File: config.mk
export PLATFORM = sky130hd
export DESIGN_NAME = subpixel_cell_glyph_encoder_unit
export DESIGN_NICKNAME = d
export VERILOG_FILES = /design/src/rtl/scge_pkg.sv /design/src/rtl/scge_glyph.sv /design/src/rtl/subpixel_cell_glyph_encoder_unit.sv
export SDC_FILE = /design/constraint.sdc
export NUM_CORES = 1
export LEC_CHECK = 0
export BUFFER_PORTS_ARGS = -buffer_cell sky130_fd_sc_hd__buf_2
export CAP_MARGIN = 10
export CELL_PAD_IN_SITES_DETAIL_PLACEMENT = 2
export CELL_PAD_IN_SITES_GLOBAL_PLACEMENT = 2
export CORE_UTILIZATION = 39
export DETAILED_ROUTE_END_ITERATION = 8
export GPL_TIMING_DRIVEN = 0
export PLACE_DENSITY = 0.94
export SYNTH_ARGS = -nofsm -noshare
export SYNTH_HDL_FRONTEND = slang
export SYNTH_SLANG_ARGS = --single-unit
File: constraint.sdc
create_clock -name clk -period 9.2 [get_ports clk]
set_input_delay 0.92 -clock clk [delete_from_list [all_inputs] [get_ports clk]]
set_output_delay 0.92 -clock clk [all_outputs]
set_load 0.02 [all_outputs]
File: src/rtl/scge_pkg.sv
// ----------------------------------------------------------------------------
// scge_pkg
// Mode codes, codepoints and shared types for the cell glyph encoder.
// ----------------------------------------------------------------------------
package scge_pkg;

	localparam int SAMPLES   = 8;
	localparam int CP_W      = 14;
	localparam int MAX_BYTES = 3;

	localparam logic [2:0] MODE_SINGLE  = 3'd0;
	localparam logic [2:0] MODE_HALF    = 3'd1;
	localparam logic [2:0] MODE_NARROW  = 3'd2;
	localparam logic [2:0] MODE_SHADE   = 3'd3;
	localparam logic [2:0] MODE_BRAILLE = 3'd4;
	localparam logic [2:0] MODE_LETTER  = 3'd5;
	localparam logic [2:0] MODE_BANNER  = 3'd6;
	localparam logic [2:0] MODE_BLOCK   = 3'd7;

	localparam logic [1:0] SMP_EMPTY  = 2'd0;
	localparam logic [1:0] SMP_SHADOW = 2'd1;
	localparam logic [1:0] SMP_INK    = 2'd2;

	localparam logic [CP_W-1:0] CP_SPACE        = 14'h0020;
	localparam logic [CP_W-1:0] CP_HASH         = 14'h0023;
	localparam logic [CP_W-1:0] CP_QUESTION     = 14'h003F;
	localparam logic [CP_W-1:0] CP_UPPER_HALF   = 14'h2580;
	localparam logic [CP_W-1:0] CP_LOWER_HALF   = 14'h2584;
	localparam logic [CP_W-1:0] CP_FULL         = 14'h2588;
	localparam logic [CP_W-1:0] CP_LEFT_HALF    = 14'h258C;
	localparam logic [CP_W-1:0] CP_RIGHT_HALF   = 14'h2590;
	localparam logic [CP_W-1:0] CP_LIGHT_SHADE  = 14'h2591;
	localparam logic [CP_W-1:0] CP_BRAILLE_BASE = 14'h2800;

	localparam logic [CP_W-1:0] CP_ONE_BYTE_LIM = 14'h0080;
	localparam logic [CP_W-1:0] CP_TWO_BYTE_LIM = 14'h0800;

	localparam logic [7:0] UTF8_LEAD2 = 8'hC0;
	localparam logic [7:0] UTF8_LEAD3 = 8'hE0;
	localparam logic [7:0] UTF8_CONT  = 8'h80;

	localparam logic [6:0] ASCII_FIRST = 7'd32;
	localparam logic [6:0] ASCII_LAST  = 7'd126;

	localparam logic [SAMPLES-1:0][2:0] BRAILLE_BIT = {
		3'd7, 3'd6, 3'd5, 3'd2, 3'd4, 3'd1, 3'd3, 3'd0
	};

	typedef struct packed {
		logic [MAX_BYTES-1:0][7:0] bytes;
		logic [1:0]                nbytes;
		logic                      shadow;
	} glyph_t;

endpackage

File: src/rtl/scge_glyph.sv
// ----------------------------------------------------------------------------
// scge_glyph
// Maps one cell's samples to a codepoint and encodes it as UTF-8 bytes.
// ----------------------------------------------------------------------------
module scge_glyph #(
	parameter int LETTER_WIDTH = 8
) (
	input  logic [2:0]              mode,
	input  logic [15:0]             sub_samples,
	input  logic [63:0]             sample_letters,
	input  logic [6:0]              ink_char,
	output scge_pkg::glyph_t        glyph,
	output logic [LETTER_WIDTH-1:0] letter
);
	import scge_pkg::*;

	logic [3:0]         count;
	logic [SAMPLES-1:0] on;
	logic [SAMPLES-1:0] brl;
	logic               any_ink;
	logic               any_dim;
	logic               last_shadow;
	logic               shadow_flag;
	logic [CP_W-1:0]    cp;

	always_comb begin
		case (mode)
			MODE_HALF, MODE_NARROW, MODE_SHADE: count = 4'd2;
			MODE_BRAILLE:                       count = 4'd8;
			default:                            count = 4'd1;
		endcase
	end

	always_comb begin
		logic [1:0] v;
		on          = '0;
		brl         = '0;
		any_ink     = 1'b0;
		any_dim     = 1'b0;
		last_shadow = 1'b0;
		letter      = '0;
		for (int i = 0; i < SAMPLES; i++) begin
			v = (4'(i) < count) ? sub_samples[2*i +: 2] : SMP_EMPTY;
			on[i] = (v != SMP_EMPTY);
			if (v != SMP_EMPTY) begin
				letter      = sample_letters[8*i +: LETTER_WIDTH];
				last_shadow = (v == SMP_SHADOW);
			end
			if (v == SMP_INK)
				any_ink = 1'b1;
			if (v == SMP_SHADOW)
				any_dim = 1'b1;
		end
		for (int i = 0; i < SAMPLES; i++)
			brl[BRAILLE_BIT[i]] = on[i];
	end

	always_comb begin
		shadow_flag = last_shadow;
		case (mode)
			MODE_HALF, MODE_SHADE: begin
				case (on[1:0])
					2'b00:   cp = CP_SPACE;
					2'b01:   cp = CP_UPPER_HALF;
					2'b10:   cp = CP_LOWER_HALF;
					default: cp = CP_FULL;
				endcase
			end
			MODE_NARROW: begin
				case (on[1:0])
					2'b00:   cp = CP_SPACE;
					2'b01:   cp = CP_LEFT_HALF;
					2'b10:   cp = CP_RIGHT_HALF;
					default: cp = CP_FULL;
				endcase
			end
			MODE_BRAILLE: cp = CP_BRAILLE_BASE | {{(CP_W-SAMPLES){1'b0}}, brl};
			MODE_LETTER: begin
				if (!on[0])
					cp = CP_SPACE;
				else if (ink_char < ASCII_FIRST || ink_char > ASCII_LAST)
					cp = CP_QUESTION;
				else
					cp = {{(CP_W-7){1'b0}}, ink_char};
			end
			MODE_BANNER: cp = on[0] ? CP_HASH : CP_SPACE;
			MODE_BLOCK: begin
				if (any_ink) begin
					cp = CP_FULL;
				end else if (any_dim) begin
					cp = CP_LIGHT_SHADE;
					shadow_flag = 1'b1;
				end else begin
					cp = CP_SPACE;
				end
			end
			default: cp = on[0] ? CP_FULL : CP_SPACE;
		endcase
	end

	always_comb begin
		glyph.bytes  = '0;
		glyph.shadow = shadow_flag;
		if (cp < CP_ONE_BYTE_LIM) begin
			glyph.bytes[0] = cp[7:0];
			glyph.nbytes   = 2'd1;
		end else if (cp < CP_TWO_BYTE_LIM) begin
			glyph.bytes[0] = UTF8_LEAD2 | {3'b000, cp[10:6]};
			glyph.bytes[1] = UTF8_CONT | {2'b00, cp[5:0]};
			glyph.nbytes   = 2'd2;
		end else begin
			glyph.bytes[0] = UTF8_LEAD3 | {6'b000000, cp[13:12]};
			glyph.bytes[1] = UTF8_CONT | {2'b00, cp[11:6]};
			glyph.bytes[2] = UTF8_CONT | {2'b00, cp[5:0]};
			glyph.nbytes   = 2'd3;
		end
	end

endmodule

File: src/rtl/subpixel_cell_glyph_encoder_unit.sv
// ----------------------------------------------------------------------------
// subpixel_cell_glyph_encoder_unit
// Terminal cell to UTF-8 glyph encoder with a byte-serial result channel.
// ----------------------------------------------------------------------------
// An accepted cell goes through the input register and then the glyph register
// before its first byte is presented. The one-byte result port emits a cell's
// UTF-8 bytes one after another, and out_stall holds them.
// The next cell is taken into the input register while bytes still drain.
// Reset: arst_n clears the mode register to single and empties both stages.
module subpixel_cell_glyph_encoder_unit #(
	parameter int LETTER_WIDTH = 8
) (
	input  logic        clk,
	input  logic        arst_n,
	input  logic        cfg_wr_en,
	input  logic [2:0]  cell_mode,
	input  logic        in_valid,
	output logic        in_stall,
	input  logic [15:0] sub_samples,
	input  logic [63:0] sample_letters,
	input  logic [6:0]  ink_char,
	output logic        out_valid,
	input  logic        out_stall,
	output logic [7:0]  utf8_byte,
	output logic        last_byte,
	output logic [7:0]  cell_letter,
	output logic        cell_shadow
);
	import scge_pkg::*;

	logic [2:0]              mode_q;
	logic                    valid_s1;
	logic [15:0]             samples_s1;
	logic [63:0]             letters_s1;
	logic [6:0]              ink_s1;
	glyph_t                  glyph;
	logic [LETTER_WIDTH-1:0] letter;
	logic                    valid_s2;
	glyph_t                  glyph_s2;
	logic [LETTER_WIDTH-1:0] letter_s2;
	logic [1:0]              idx_q;
	logic                    out_fire;
	logic                    out_done;
	logic                    load_s2;
	logic                    in_fire;

	assign out_fire = valid_s2 && !out_stall;
	assign out_done = out_fire && last_byte;
	assign load_s2  = valid_s1 && (!valid_s2 || out_done);
	assign in_stall = valid_s1 && !load_s2;
	assign in_fire  = in_valid && !in_stall;

	always_ff @(posedge clk or negedge arst_n) begin
		if (!arst_n) begin
			mode_q <= MODE_SINGLE;
		end else if (cfg_wr_en) begin
			mode_q <= cell_mode;
		end
	end

	always_ff @(posedge clk or negedge arst_n) begin
		if (!arst_n) begin
			valid_s1 <= 1'b0;
		end else if (in_fire) begin
			valid_s1 <= 1'b1;
		end else if (load_s2) begin
			valid_s1 <= 1'b0;
		end
	end

	always_ff @(posedge clk) begin
		if (in_fire) begin
			samples_s1 <= sub_samples;
			letters_s1 <= sample_letters;
			ink_s1     <= ink_char;
		end
	end

	scge_glyph #(
		.LETTER_WIDTH(LETTER_WIDTH)
	) u_glyph (
		.mode          (mode_q),
		.sub_samples   (samples_s1),
		.sample_letters(letters_s1),
		.ink_char      (ink_s1),
		.glyph         (glyph),
		.letter        (letter)
	);

	always_ff @(posedge clk or negedge arst_n) begin
		if (!arst_n) begin
			valid_s2 <= 1'b0;
			idx_q    <= 2'd0;
		end else if (load_s2) begin
			valid_s2 <= 1'b1;
			idx_q    <= 2'd0;
		end else if (out_done) begin
			valid_s2 <= 1'b0;
			idx_q    <= 2'd0;
		end else if (out_fire) begin
			idx_q <= idx_q + 2'd1;
		end
	end

	always_ff @(posedge clk) begin
		if (load_s2) begin
			glyph_s2  <= glyph;
			letter_s2 <= letter;
		end
	end

	assign out_valid   = valid_s2;
	assign utf8_byte   = (idx_q == 2'd0) ? glyph_s2.bytes[0] :
	                     (idx_q == 2'd1) ? glyph_s2.bytes[1] : glyph_s2.bytes[2];
	assign last_byte   = (idx_q == (glyph_s2.nbytes - 2'd1));
	assign cell_letter = 8'(letter_s2);
	assign cell_shadow = glyph_s2.shadow;

endmodule
==> results_tabular.tex, run 1 <==
\begin{tabular}{lr}
\hline
Metric & Value \\
\hline
\multicolumn{2}{l}{\textbf{Worst setup path}} \\
\quad CP required & 8.28 ns \\
\quad Classification of the worst setup path & register to primary output \\
\quad Slowest stage delay, CP & 0.43 ns \\
\quad R2R depth & 6 \\
\quad Sort of element at the end of the critical path & primary output \\
\quad Crit path arrival time & 2.21 ns \\
\quad Cell chain of the critical path & xnor2\_1 > mux2i\_1 > o21ai\_0 > or2\_2 > inv\_1 > buf\_2 \\
\quad Critical Path Fanout Max & 4 \\
\quad Startpoint kind of the worst setup timing path & register \\
\quad Standard cell with the maximum stage delay on the critical path & sky130\_fd\_sc\_hd\_\_dfrtp\_1 \\
\multicolumn{2}{l}{\textbf{Clock tree}} \\
\quad \# clock sinks & 126 \\
\quad Clock insertion delay at the later pin of the skew report & 0.43 ns \\
\quad Max H-tree Level & 4 \\
\quad Post\_cts resized & 0 \\
\quad Number of setup buffers added after CTS & 0 \\
\quad Post-cts hold buffer count & 0 \\
\quad Total clock buffers created by CTS & 17 \\
\quad Clock tree root driver cell & sky130\_fd\_sc\_hd\_\_clkbuf\_16 \\
\quad Number of buffers on the longest clock path & 2 \\
\quad TritonCTS clock tree & yes \\
\quad Clock transition at path regs & 0.06 ns \\
\multicolumn{2}{l}{\textbf{Floorplanning}} \\
\quad Core area & 13300 um\^{}2 \\
\quad Area of the die & 14300 um\^{}2 \\
\quad FP Rows & 42 \\
\quad Die boundary height & 120 um \\
\quad Starting density of the core & 40.4\% \\
\quad Die Wd & 120 um \\
\quad Ports & 115 \\
\multicolumn{2}{l}{\textbf{Logic synthesis}} \\
\quad Net Count, Synth & 494 \\
\quad Proportion of netlist area held by the largest area contributor & 66.3\% \\
\quad Proportion of synthesized flip-flops having asynchronous set or reset & 5.56\% \\
\quad Synth cell types & 57 \\
\quad Most common cell in the netlist & sky130\_fd\_sc\_hd\_\_edfxtp\_1 \\
\quad Flip-flop and latch count after synthesis & 126 \\
\quad Netlist area before placement & 5390 um\^{}2 \\
\quad Per-instance average area after synthesis & 13.6 um\^{}2 \\
\quad Leading cell types by count after synthesis & sky130\_fd\_sc\_hd\_\_edfxtp\_1, sky130\_fd\_sc\_hd\_\_nor2\_1, sky130\_fd\_sc\_hd\_\_nand2\_1 \\
\quad Portion of the post-synthesis area used by sequential elements & 69.6\% \\
\quad Synth warn & 0 \\
\quad Leading post-synthesis cells by cell area & sky130\_fd\_sc\_hd\_\_edfxtp\_1, sky130\_fd\_sc\_hd\_\_dfrtp\_1, sky130\_fd\_sc\_hd\_\_nor2\_1 \\
\quad Main flop type after synthesis & sky130\_fd\_sc\_hd\_\_edfxtp\_1 \\
\quad Number of flops mapped to enable cells by yosys & 119 \\
\quad Synthesized instance count & 397 \\
\quad Cell accounting for the most synthesized area & sky130\_fd\_sc\_hd\_\_edfxtp\_1 \\
\multicolumn{2}{l}{\textbf{Global route}} \\
\quad Antenna violations before repair & 1 \\
\quad First-pass GRT wire length & 28300 um \\
\quad Global-route usage over all layers & 27.9\% \\
\quad Vias in the first global route & 4768 \\
\quad Total gr overflow & 0 \\
\quad Largest net degree at the start of global routing & 52 \\
\multicolumn{2}{l}{\textbf{Timing}} \\
\quad Pins over their slew limit & 0 \\
\quad Final worst clock skew & 0.0104 ns \\
\quad Setup TNS Final & 0 ns \\
\quad Endpoints failing hold & 0 \\
\quad Max-slew headroom & 34.1\% \\
\quad Highest attainable clock frequency & 0.320 GHz \\
\quad Setup repair after global routing missed its margin & no \\
\quad Post-route minimum period & 3.13 ns \\
\quad Slew at the pin closest to its max-slew limit & 0.978 ns \\
\quad Fraction of the cycle the final worst path needs & 34.0\% \\
\quad Setup Viol. Count Final & 0 \\
\multicolumn{2}{l}{\textbf{Drt}} \\
\quad Starting DRC count in detailed routing & 211 \\
\quad Antenna Nets Post-Route & 0 \\
\quad WL final & 18900 um \\
\quad Routed met1 length & 6660 um \\
\quad Via count & 4182 \\
\quad Met3 wire len & 1040 um \\
\quad Drc violations & 0 \\
\quad Length of routed met2 wiring & 10500 um \\
\quad Via-to-Cell Ratio & 5.80 \\
\quad Top Layer Used & met5 \\
\quad Iteration count of the initial detailed-routing pass & 5 \\
\quad Wire length per cell & 26.3 um \\
\multicolumn{2}{l}{\textbf{Placement}} \\
\quad Buffers added on ports & 114 \\
\quad GPL Wtd Cong & 0.899 \\
\quad HPWL after detailed placement & 12900 um \\
\multicolumn{2}{l}{\textbf{Pwr}} \\
\quad Power per cell area & 295 nW/um\^{}2 \\
\quad Worst ir drop on vdd & 243 uV \\
\quad Static leakage & 0.00253 uW \\
\quad Total design power & 2010 uW \\
\multicolumn{2}{l}{\textbf{Layout}} \\
\quad Sequential cell area in the final layout & 3750 um\^{}2 \\
\quad Share of final-layout standard cells stronger than drive strength 1 & 32.3\% \\
\quad Area Growth Syn to Fin & 26.8\% \\
\quad Area of the multi-input gates & 1510 um\^{}2 \\
\quad Net count reported at finish & 629 \\
\quad Antenna diode count & 0 \\
\quad Count of fill cells added during filler insertion & 1303 \\
\multicolumn{2}{l}{\textbf{Job}} \\
\quad \# Max-Cap Violations & 0 \\
\multicolumn{2}{l}{\textbf{Min path}} \\
\quad Path type of the worst min-delay path & primary input to asynchronous set/reset pin \\
\multicolumn{2}{l}{\textbf{Status}} \\
\quad Result of the run & completed \\
\hline
\end{tabular}
==> worst paths after layout <==
kind / from / end / slack (ns)
min in group clk: valid_s1$_DFFE_PN0P_ / idx_q[0]$_DFFE_PN0P_ / 0.50
hold reg to reg: valid_s1$_DFFE_PN0P_ / idx_q[0]$_DFFE_PN0P_ / 0.50
hold / removal: arst_n / mode_q[0]$_DFFE_PN0P_ / 0.32
setup reg to reg: samples_s1[9]$_DFFE_PP_ / cell_letter[0]$_DFFE_PP_ / 6.54
max in group asynchronous: arst_n / idx_q[1]$_DFFE_PN0P_ / 8.71
setup / recovery: idx_q[1]$_DFFE_PN0P_ / in_stall / 6.07
==> per-layer routing <==
layer | global-route usage (%) | vias up
met5 | 0 | -
met4 | 13.7 | 2
met3 | 7.03 | 51
met2 | 52.7 | 197
met1 | 28.3 | 2116
li1 | - | 1816
==> flip-flops by register name (all words and copies together) (netlist names) <==
register,flops
valid_s1,1
cell_letter,8
glyph_s2,23
ink_s1,7
letters_s1,64
mode_q,3
cell_shadow,1
idx_q,2
samples_s1,16
out_valid,1
==> power breakdown <==
part,total [uW],switching (uW),internal [uW]
clock network,688,265,424
registers,852,68.3,784
logic,472,315,157
total,2010,648,1370
==> cell families after synthesis <==
family / count (synthesis) / synth area share, %
muxes: 9 / 1.70
adders and majority gates: 2 / 0.465
and+or+nand+nor: 104 / 10.0
buffers and inverters: 33 / 2.51
xor gates and xnor gates: 3 / 0.488
AOI/OAI and AO/OA: 118 / 15.1
other: 2 / 0.139
DFF: 126 / 69.6
==> final cells by class <==
cell class / count / share of cell area [%]
clock inverters: 15 / 2.51
inverters: 16 / 0.897
well taps: 176 / 3.22
plain buffers: 17 / 1.08
clock buffers: 17 / 6.23
repair buffers: 116 / 9.16
flip-flops and latches: 126 / 54.9
multi-input cells: 238 / 22.0
==> placed cells by master, fill, tap and decap left out, types with 3 or more instances in the layout <==
master and count:
sky130_fd_sc_hd__o21a_1 5, sky130_fd_sc_hd__o22a_1 5, sky130_fd_sc_hd__bufinv_16 3, sky130_fd_sc_hd__clkinv_2 6
sky130_fd_sc_hd__nor2_1 29, sky130_fd_sc_hd__o21ai_0 20, sky130_fd_sc_hd__nand3_1 4, sky130_fd_sc_hd__a22oi_1 12
sky130_fd_sc_hd__edfxtp_1 119, sky130_fd_sc_hd__clkbuf_16 17, sky130_fd_sc_hd__or2_2 12, sky130_fd_sc_hd__o211ai_1 4
sky130_fd_sc_hd__nor3_1 11, sky130_fd_sc_hd__clkbuf_1 10, sky130_fd_sc_hd__o31ai_1 9, sky130_fd_sc_hd__a211oi_1 8
sky130_fd_sc_hd__nor2b_1 7, sky130_fd_sc_hd__clkinvlp_4 4, sky130_fd_sc_hd__a21o_1 3, sky130_fd_sc_hd__nand2_1 23
sky130_fd_sc_hd__dfrtp_1 7, sky130_fd_sc_hd__mux2i_1 8, sky130_fd_sc_hd__buf_2 119, sky130_fd_sc_hd__inv_1 14
sky130_fd_sc_hd__a21oi_1 17, sky130_fd_sc_hd__a221o_1 3, sky130_fd_sc_hd__o22ai_1 5, sky130_fd_sc_hd__a221oi_1 5
sky130_fd_sc_hd__a31oi_1 9, sky130_fd_sc_hd__and2_1 3
==> through the flow <==
stage | util, % | std cells | instance area (um^2) | setup slack [ns] | hold slack, ns
4_1_cts | 51.2 | 721 | 6830 | 6.01 | 0.314
3_5_place_dp | 46.7 | 689 | 6230 | 6.48 | 0.501
3_3_place_gp | 46.3 | 687 | 6180 | 4.55 | 0.464
6_report | 51.2 | 721 | 6830 | 6.07 | 0.323
2_1_floorplan | - | 397 | 5390 | 5.43 | 0.436
5_1_grt | 51.2 | 721 | 6830 | 5.89 | 0.318
==> worst max-delay path: cells and delay by family (launching register included) <==
kind | cells | cell delay [ns]
AO/OA/AOI/OAI | 1 | 0.18
flip-flops | 1 | 0.43
buffers and inverters | 2 | 0.21
XOR/XNOR | 1 | 0.28
multiplexers | 1 | 0.34
AND/OR/NAND/NOR | 1 | 0.34
No activity file was read; power rests on OpenSTA's default activity.
==> run 2, diff against run 1 <==
- CORE_UTILIZATION: 39 -> 33
- PLACE_DENSITY: 0.94 -> 0.85
- clock period: 9.2 -> 2.67 ns (I/O delays scaled with it)
==> run 2 against run 1 <==
Against the previous run: sequential power increased to 3.4 times the previous value; combinational power grew to 3.3 times the previous value; power grew to 3.4 times the previous value; critical path depth rose by 1; core utilization is 7.2 points lower; via count fell by 3.5%; count of clock-buffer cells in the layout did not move; setup slack got worse by 6.0 ns; clock power grew to 3.6 times the previous value; register-to-register slack got worse by 6.5 ns; die area increased by 18%.
==> results_tabular.tex, run 2 (synthesis results as in run 1) <==
\begin{tabular}{lr}
\hline
Metric & Value \\
\hline
\multicolumn{2}{l}{\textbf{Status}} \\
\quad Result of the run & completed \\
\multicolumn{2}{l}{\textbf{Clock tree}} \\
\quad Number of setup buffers added after CTS & 0 (unchanged) \\
\quad Number of buffers on the longest clock path & 2 (unchanged) \\
\quad \# clock sinks & 126 (unchanged) \\
\quad Clock tree root driver cell & sky130\_fd\_sc\_hd\_\_clkbuf\_16 \\
\quad Total clock buffers created by CTS & 17 (unchanged) \\
\quad Clock insertion delay at the later pin of the skew report & 0.43 ns (about the same) \\
\quad TritonCTS clock tree & yes \\
\quad Clock transition at path regs & 0.07 ns (about the same) \\
\quad Max H-tree Level & 4 (unchanged) \\
\multicolumn{2}{l}{\textbf{Floorplanning}} \\
\quad Die boundary height & 130 um (+8.6\%) \\
\quad Die Wd & 130 um (+8.6\%) \\
\quad FP Rows & 46 (+9.5\%) \\
\quad Starting density of the core & 33.9\% (-6.4 points) \\
\quad Area of the die & 16800 um\^{}2 (+18\%) \\
\quad Ports & 115 (unchanged) \\
\quad Core area & 15900 um\^{}2 (+19\%) \\
\multicolumn{2}{l}{\textbf{Worst setup path}} \\
\quad Critical Path Fanout Max & 9 (+5) \\
\quad Crit path arrival time & 2.77 ns (+0.56 ns) \\
\quad Standard cell with the maximum stage delay on the critical path & sky130\_fd\_sc\_hd\_\_dfrtp\_1 \\
\quad Sort of element at the end of the critical path & register \\
\quad Startpoint kind of the worst setup timing path & register \\
\quad Cell chain of the critical path & or3b\_1 > buf\_2 > clkinv\_2 > o21ai\_0 > nor2\_1 > o22a\_1 > o31ai\_1 \\
\quad Classification of the worst setup path & register to register \\
\quad CP required & 2.83 ns (-5.45 ns) \\
\quad Slowest stage delay, CP & 0.45 ns (+0.02 ns) \\
\multicolumn{2}{l}{\textbf{Placement}} \\
\quad HPWL after detailed placement & 11700 um (-9.9\%) \\
\quad GPL Wtd Cong & 0.827 (-8.0\%) \\
\quad Buffers added on ports & 114 (unchanged) \\
\quad Placed instance count & 728 (+5.7\%) \\
\quad Post-place setup slack & 0.105 ns (-6.38 ns) \\
\multicolumn{2}{l}{\textbf{Layout}} \\
\quad Commonest cells after routing, fill and taps aside & sky130\_fd\_sc\_hd\_\_buf\_2, sky130\_fd\_sc\_hd\_\_edfxtp\_1, sky130\_fd\_sc\_hd\_\_nor2\_1, sky130\_fd\_sc\_hd\_\_nand2\_1, sky130\_fd\_sc\_hd\_\_o21ai\_0 \\
\quad Top reg by flops & letters\_s1 \\
\quad Antenna diode count & 0 (unchanged) \\
\quad Biggest regs & letters\_s1: 64 flops, glyph\_s2: 23 flops, samples\_s1: 16 flops \\
\quad Share of final-layout standard cells stronger than drive strength 1 & 31.8\% (-0.46 points) \\
\quad Area Growth Syn to Fin & 29.8\% \\
\quad Number of flip-flops under the largest register name & 64 (unchanged) \\
\quad Net count reported at finish & 640 (+1.7\%) \\
\quad Post-Route Utilization & 44.0\% (-7.2 points) \\
\quad Cell Count, Final, Fillers Out & 772 (+7.1\%) \\
\multicolumn{2}{l}{\textbf{Timing}} \\
\quad Post-route minimum period & 2.61 ns \\
\quad Endpoints failing hold & 0 (unchanged) \\
\quad Setup WS post-layout & 0.0629 ns (-6.01 ns) \\
\quad Slew at the pin closest to its max-slew limit & 1.18 ns (+0.197 ns) \\
\quad Worst slack on hold paths & 0.0111 ns (-0.312 ns) \\
\quad Highest attainable clock frequency & 0.384 GHz \\
\quad Setup repair after global routing missed its margin & no \\
\quad Setup Viol. Count Final & 0 (unchanged) \\
\quad Final worst clock skew & 0.0128 ns (+0.00247 ns) \\
\quad Pins over their slew limit & 0 (unchanged) \\
\quad Fraction of the cycle the final worst path needs & 97.6\% \\
\quad Max-slew headroom & 20.8\% (-13 points) \\
\multicolumn{2}{l}{\textbf{Drt}} \\
\quad Drc violations & 0 (unchanged) \\
\quad WL final & 17200 um (-9.1\%) \\
\quad Met3 wire len & 797 um (-24\%) \\
\quad Via count & 4037 (-3.5\%) \\
\quad Starting DRC count in detailed routing & 244 (+16\%) \\
\quad Via-to-Cell Ratio & 5.23 (-9.8\%) \\
\quad Length of routed met2 wiring & 9330 um (-11\%) \\
\quad Antenna Nets Post-Route & 0 (unchanged) \\
\quad Iteration count of the initial detailed-routing pass & 4 (-1) \\
\quad Top Layer Used & met4 \\
\quad Wire length per cell & 22.3 um (-15\%) \\
\quad Routed met1 length & 6700 um (+0.60\%) \\
\multicolumn{2}{l}{\textbf{Global route}} \\
\quad Global-route usage over all layers & 21.7\% (-6.2 points) \\
\quad First-pass GRT wire length & 26200 um (-7.5\%) \\
\quad Total gr overflow & 0 (unchanged) \\
\quad Vias in the first global route & 4575 (-4.0\%) \\
\quad Antenna violations before repair & 0 (-1) \\
\quad Largest net degree at the start of global routing & 78 (+50\%) \\
\multicolumn{2}{l}{\textbf{Pwr}} \\
\quad Static leakage & 0.00258 uW (+2.0\%) \\
\quad Total design power & 6930 uW (+240\%) \\
\quad Worst ir drop on vdd & 470 uV (+93\%) \\
\quad Power per cell area & 991 nW/um\^{}2 (+240\%) \\
\multicolumn{2}{l}{\textbf{Min path}} \\
\quad Path type of the worst min-delay path & primary input to register \\
\multicolumn{2}{l}{\textbf{Job}} \\
\quad \# Max-Cap Violations & 0 (unchanged) \\
\hline
\end{tabular}
run 2: changes by cell type in the layout (fill, tap and decap cells not counted):
| cell | change |
|---|---|
| sky130_fd_sc_hd__nor2_1 | -1 |
| sky130_fd_sc_hd__dlygate4sd3_1 | +12 |
| sky130_fd_sc_hd__and2_1 | -1 |
| sky130_fd_sc_hd__and2_2 | +1 |
| sky130_fd_sc_hd__buf_16 | -1 |
| sky130_fd_sc_hd__nor2_2 | +1 |
| sky130_fd_sc_hd__clkinv_2 | -2 |
| sky130_fd_sc_hd__inv_6 | +3 |
| sky130_fd_sc_hd__clkinvlp_4 | -2 |
| sky130_fd_sc_hd__inv_8 | +1 |
run 2: per-stage QoR:
| step | area (um^2) | setup TNS, ns |
|---|---|---|
| floorplan | 5390 | 0 |
| global placement | 6230 | -41.42 |
| detailed placement | 6260 | 0 |
| CTS | 6980 | 0 |
| global route | 6990 | 0 |
| finish | 6990 | 0 |
run 2: path summary, 6_finish.rpt:
check	startpoint	endpoint	slack, ns	depth (start not counted)
worst max-delay path	mode_q[1]$_DFFE_PN0P_	cell_letter[0]$_DFFE_PP_	0.06	7
max in group asynchronous	arst_n	mode_q[0]$_DFFE_PN0P_	2.30	2
min in group asynchronous	arst_n	mode_q[1]$_DFFE_PN0P_	0.21	2
worst max register to register	mode_q[1]$_DFFE_PN0P_	cell_letter[0]$_DFFE_PP_	0.06	7
worst min register to register	valid_s1$_DFFE_PN0P_	idx_q[0]$_DFFE_PN0P_	0.47	1
worst min-delay path	sample_letters[39]	letters_s1[39]$_DFFE_PP_	0.01	1
run 2: timing repair:
item                                    CTS  global route
gates resized for setup                   0             1
hold endpoints to repair                 17             1
hold buffers                             11             1
endpoints found under the setup margin    0             3
run 2: layer usage:
metal / track usage [%] / up-vias
met5: 0 / -
li1: - / 1829
met1: 23.8 / 2054
met4: 8.28 / 0
met2: 40.5 / 126
met3: 4.96 / 28
run 2: cell type report:
cell class / instances / area (um^2)
tap: 216 / 270
clock inverter: 15 / 184
multi-input combinational: 238 / 1510
fill: 1604 / 8890
clock buffer: 17 / 425
inverter: 16 / 61.3
buffer: 17 / 73.8
sequential: 126 / 3750
timing repair buffer: 127 / 718
run 2: where the power goes:
group	switching, uW	internal, uW
sequential	210	2700
clock	969	1480
combinational	1040	525
run 2: worst max-delay path: cells and delay by family (launching register included):
family	cells	cell delay, ns
AO/OA/AOI/OAI	3	0.81
buffers and inverters	2	0.38
flip-flops	1	0.45
AND/OR/NAND/NOR	2	0.70
==> run 3, diff against run 2 <==
- BUFFER_PORTS_ARGS: -buffer_cell sky130_fd_sc_hd__buf_2 -> unset
- CORE_UTILIZATION: 33 -> 38
- DONT_BUFFER_PORTS: unset -> 1
- PLACE_DENSITY: 0.85 -> 0.84
- clock period: 2.67 -> 2.2 ns (I/O delays scaled with it)
==> run 3 against run 2 <==
Against the previous run: the flow now finishes with violations (negative setup slack); global-route usage rose by 8.0 points; clock skew rose by 0.0047 ns; die area fell by 13%; largest cell class unchanged; core utilization rose by 9.1 points; clock power rose by 16%.
==> results_tabular.tex, run 3 (synthesis results as in run 1) <==
\begin{tabular}{lr}
\hline
Metric & Value \\
\hline
\multicolumn{2}{l}{\textbf{Timing}} \\
\quad Post-route minimum period & 2.25 ns (-0.355 ns) \\
\quad Setup Viol. Count Final & 3 (+3) \\
\quad Endpoints failing hold & 0 (unchanged) \\
\quad Setup TNS Final & -0.116 ns (-0.116 ns) \\
\quad Max-slew headroom & 56.0\% (+35 points) \\
\quad Pins over their slew limit & 0 (unchanged) \\
\quad Setup WS post-layout & -0.0517 ns (-0.115 ns) \\
\quad Slew at the pin closest to its max-slew limit & 0.660 ns (-0.515 ns) \\
\quad Highest attainable clock frequency & 0.444 GHz (+16\%) \\
\quad Final worst clock skew & 0.0176 ns (+0.00474 ns) \\
\quad Fraction of the cycle the final worst path needs & 102\% (+4.7 points) \\
\multicolumn{2}{l}{\textbf{Placement}} \\
\quad Buffers added on ports & 0 (-100\%) \\
\quad HPWL after detailed placement & 10700 um (-8.1\%) \\
\quad Post-place setup slack & -0.453 ns (-0.558 ns) \\
\quad Placed instance count & 577 (-21\%) \\
\quad GPL Wtd Cong & 0.849 (+2.7\%) \\
\multicolumn{2}{l}{\textbf{Status}} \\
\quad Violated checks & negative setup slack \\
\quad Result of the run & complete, but fails checks \\
\multicolumn{2}{l}{\textbf{Floorplanning}} \\
\quad Area of the die & 14700 um\^{}2 (-13\%) \\
\quad Core area & 13800 um\^{}2 (-13\%) \\
\quad Ports & 115 (unchanged) \\
\quad FP Rows & 43 (-6.5\%) \\
\quad Die Wd & 121 um (-6.7\%) \\
\quad Starting density of the core & 39.0\% (+5.0 points) \\
\quad Die boundary height & 121 um (-6.7\%) \\
\multicolumn{2}{l}{\textbf{Clock tree}} \\
\quad Clock tree root driver cell & sky130\_fd\_sc\_hd\_\_clkbuf\_16 \\
\quad Total clock buffers created by CTS & 17 (unchanged) \\
\quad TritonCTS clock tree & yes \\
\quad Clock insertion delay at the later pin of the skew report & 0.43 ns (about the same) \\
\quad Number of buffers on the longest clock path & 2 (unchanged) \\
\quad Max H-tree Level & 4 (unchanged) \\
\quad Clock transition at path regs & 0.07 ns (about the same) \\
\quad \# clock sinks & 126 (unchanged) \\
\multicolumn{2}{l}{\textbf{Pwr}} \\
\quad Power per cell area & 1160 nW/um\^{}2 (+17\%) \\
\quad Total design power & 8530 uW (+23\%) \\
\quad Worst ir drop on vdd & 555 uV (+18\%) \\
\quad Static leakage & 0.00252 uW (-2.5\%) \\
\multicolumn{2}{l}{\textbf{Global route}} \\
\quad Total gr overflow & 0 (unchanged) \\
\quad Largest net degree at the start of global routing & 45 (-42\%) \\
\quad First-pass GRT wire length & 30300 um (+16\%) \\
\quad Antenna violations before repair & 2 (+2) \\
\quad Global-route usage over all layers & 29.6\% (+8.0 points) \\
\quad Vias in the first global route & 4679 (+2.3\%) \\
\multicolumn{2}{l}{\textbf{Drt}} \\
\quad Iteration count of the initial detailed-routing pass & 7 (+3) \\
\quad Via count & 4255 (+5.4\%) \\
\quad Starting DRC count in detailed routing & 306 (+25\%) \\
\quad Via-to-Cell Ratio & 5.96 (+14\%) \\
\quad Drc violations & 0 (unchanged) \\
\quad WL final & 22100 um (+28\%) \\
\quad Antenna Nets Post-Route & 0 (unchanged) \\
\quad Wire length per cell & 31.0 um (+39\%) \\
\multicolumn{2}{l}{\textbf{Worst setup path}} \\
\quad Most common cell type on the critical path & sky130\_fd\_sc\_hd\_\_nor2\_1 \\
\quad Sort of element at the end of the critical path & register \\
\quad Startpoint of the worst setup timing path & samples\_s1[14]\$\_DFFE\_PP\_ \\
\quad Classification of the worst setup path & register to register \\
\quad Standard cell with the maximum stage delay on the critical path & sky130\_fd\_sc\_hd\_\_edfxtp\_1 \\
\quad Start of the worst register-to-register path & samples\_s1[14]\$\_DFFE\_PP\_ \\
\quad Startpoint kind of the worst setup timing path & register \\
\quad Crit path arrival time & 2.41 ns (-0.36 ns) \\
\quad Cell chain of the critical path & nor2\_1 > nor2\_1 > buf\_6 > a221oi\_1 > o22a\_1 > o31ai\_1 \\
\quad Critical Path Fanout Max & 10 (+1) \\
\quad CP required & 2.36 ns (-0.47 ns) \\
\quad Slowest stage delay, CP & 0.48 ns (+0.03 ns) \\
\multicolumn{2}{l}{\textbf{Layout}} \\
\quad Area Growth Syn to Fin & 36.3\% \\
\quad Top reg by flops & letters\_s1 \\
\quad Commonest cells after routing, fill and taps aside & sky130\_fd\_sc\_hd\_\_edfxtp\_1, sky130\_fd\_sc\_hd\_\_dlygate4sd3\_1, sky130\_fd\_sc\_hd\_\_nor2\_1, sky130\_fd\_sc\_hd\_\_nand2\_1 \\
\quad Post-Route Utilization & 53.1\% (+9.1 points) \\
\quad Net count reported at finish & 616 (-3.8\%) \\
\quad Cell Count, Final, Fillers Out & 714 (-7.5\%) \\
\quad Number of flip-flops under the largest register name & 64 (unchanged) \\
\quad Most common cell after layout, fill and taps aside & sky130\_fd\_sc\_hd\_\_edfxtp\_1 \\
\quad Biggest regs & letters\_s1: 64 flops, glyph\_s2: 23 flops, samples\_s1: 16 flops \\
\quad Share of final-layout standard cells stronger than drive strength 1 & 17.5\% (-14 points) \\
\multicolumn{2}{l}{\textbf{Min path}} \\
\quad Start point of the worst min-delay path & out\_stall \\
\quad Path type of the worst min-delay path & primary input to register \\
\multicolumn{2}{l}{\textbf{Job}} \\
\quad \# Max-Cap Violations & 0 (unchanged) \\
\hline
\end{tabular}
run 3: changes by cell type in the layout (fill, tap and decap cells not counted), moves of 5 or more:
cell                            before  now
sky130_fd_sc_hd__nor2_1             28   23
sky130_fd_sc_hd__o21ai_1             0    7
sky130_fd_sc_hd__dlygate4sd3_1      12   95
sky130_fd_sc_hd__buf_2             119    2
sky130_fd_sc_hd__buf_4               1    7
sky130_fd_sc_hd__o21ai_0            20   10
run 3: final timing paths:
check / slack [ns] / cells past startpoint / end
setup / recovery: -0.05 / 6 / cell_letter[2]$_DFFE_PP_
hold / removal: 0.02 / 2 / idx_q[1]$_DFFE_PN0P_
setup reg to reg: -0.05 / 6 / cell_letter[2]$_DFFE_PP_
hold reg to reg: 0.49 / 1 / idx_q[0]$_DFFE_PN0P_
max in group asynchronous: 1.81 / 1 / mode_q[1]$_DFFE_PN0P_
min in group asynchronous: 0.13 / 1 / mode_q[0]$_DFFE_PN0P_
run 3: through the flow:
| stage | area [um^2] | hold slack (ns) |
|---|---|---|
| 2_1_floorplan | 5390 | -0.0756 |
| 3_3_place_gp | 5610 | -0.0754 |
| 3_5_place_dp | 5620 | -0.0754 |
| 4_1_cts | 7230 | 0.00923 |
| 5_1_grt | 7340 | 0.0387 |
| 6_report | 7340 | 0.0172 |
run 3: area by class of cell:
cell class	instances	area, um^2
Fill cell	1238	6490
Sequential cell	126	3750
Multi-Input combinational cell	241	1630
Timing Repair Buffer	101	996
Clock buffer	19	433
Tap cell	180	225
Clock inverter	12	140
Buffer	16	97.6
Inverter	16	65.1
Antenna cell	3	7.51
run 3: timing repair:
action                                  CTS  global route
resized for setup                        23            34
endpoints found under the setup margin  136           119
pin swaps                                 4             3
buffers inserted                          4             2
gates cloned                              2             1
hold endpoints to repair                 99             0
hold buffers                             95             0
run 3: power breakdown:
| part | total, uW | internal, uW | leakage, uW | switching (uW) |
|---|---|---|---|---|
| Combinational | 2010 | 658 | 0.00108 | 1350 |
| Sequential | 3670 | 3280 | 0.00117 | 383 |
| Clock | 2850 | 1670 | 0.000270 | 1180 |
| Total | 8530 | 5610 | 0.00252 | 2910 |
run 3: worst max-delay path: cells and delay by family (launching register included):
kind | cells | cell delay [ns]
AND/OR/NAND/NOR | 2 | 0.51
AO/OA/AOI/OAI | 3 | 0.79
flip-flops | 1 | 0.48
buffers and inverters | 1 | 0.19
run 3: metal layers:
metal / vias up / track usage [%] / part of all wire (%)
met2: 248 / 54.0 / 53
li1: 1792 / - / -
met4: 0 / 19.2 / 6.6
met5: - / 0 / 0
met3: 81 / 6.67 / 6.0
met1: 2134 / 30.4 / 34
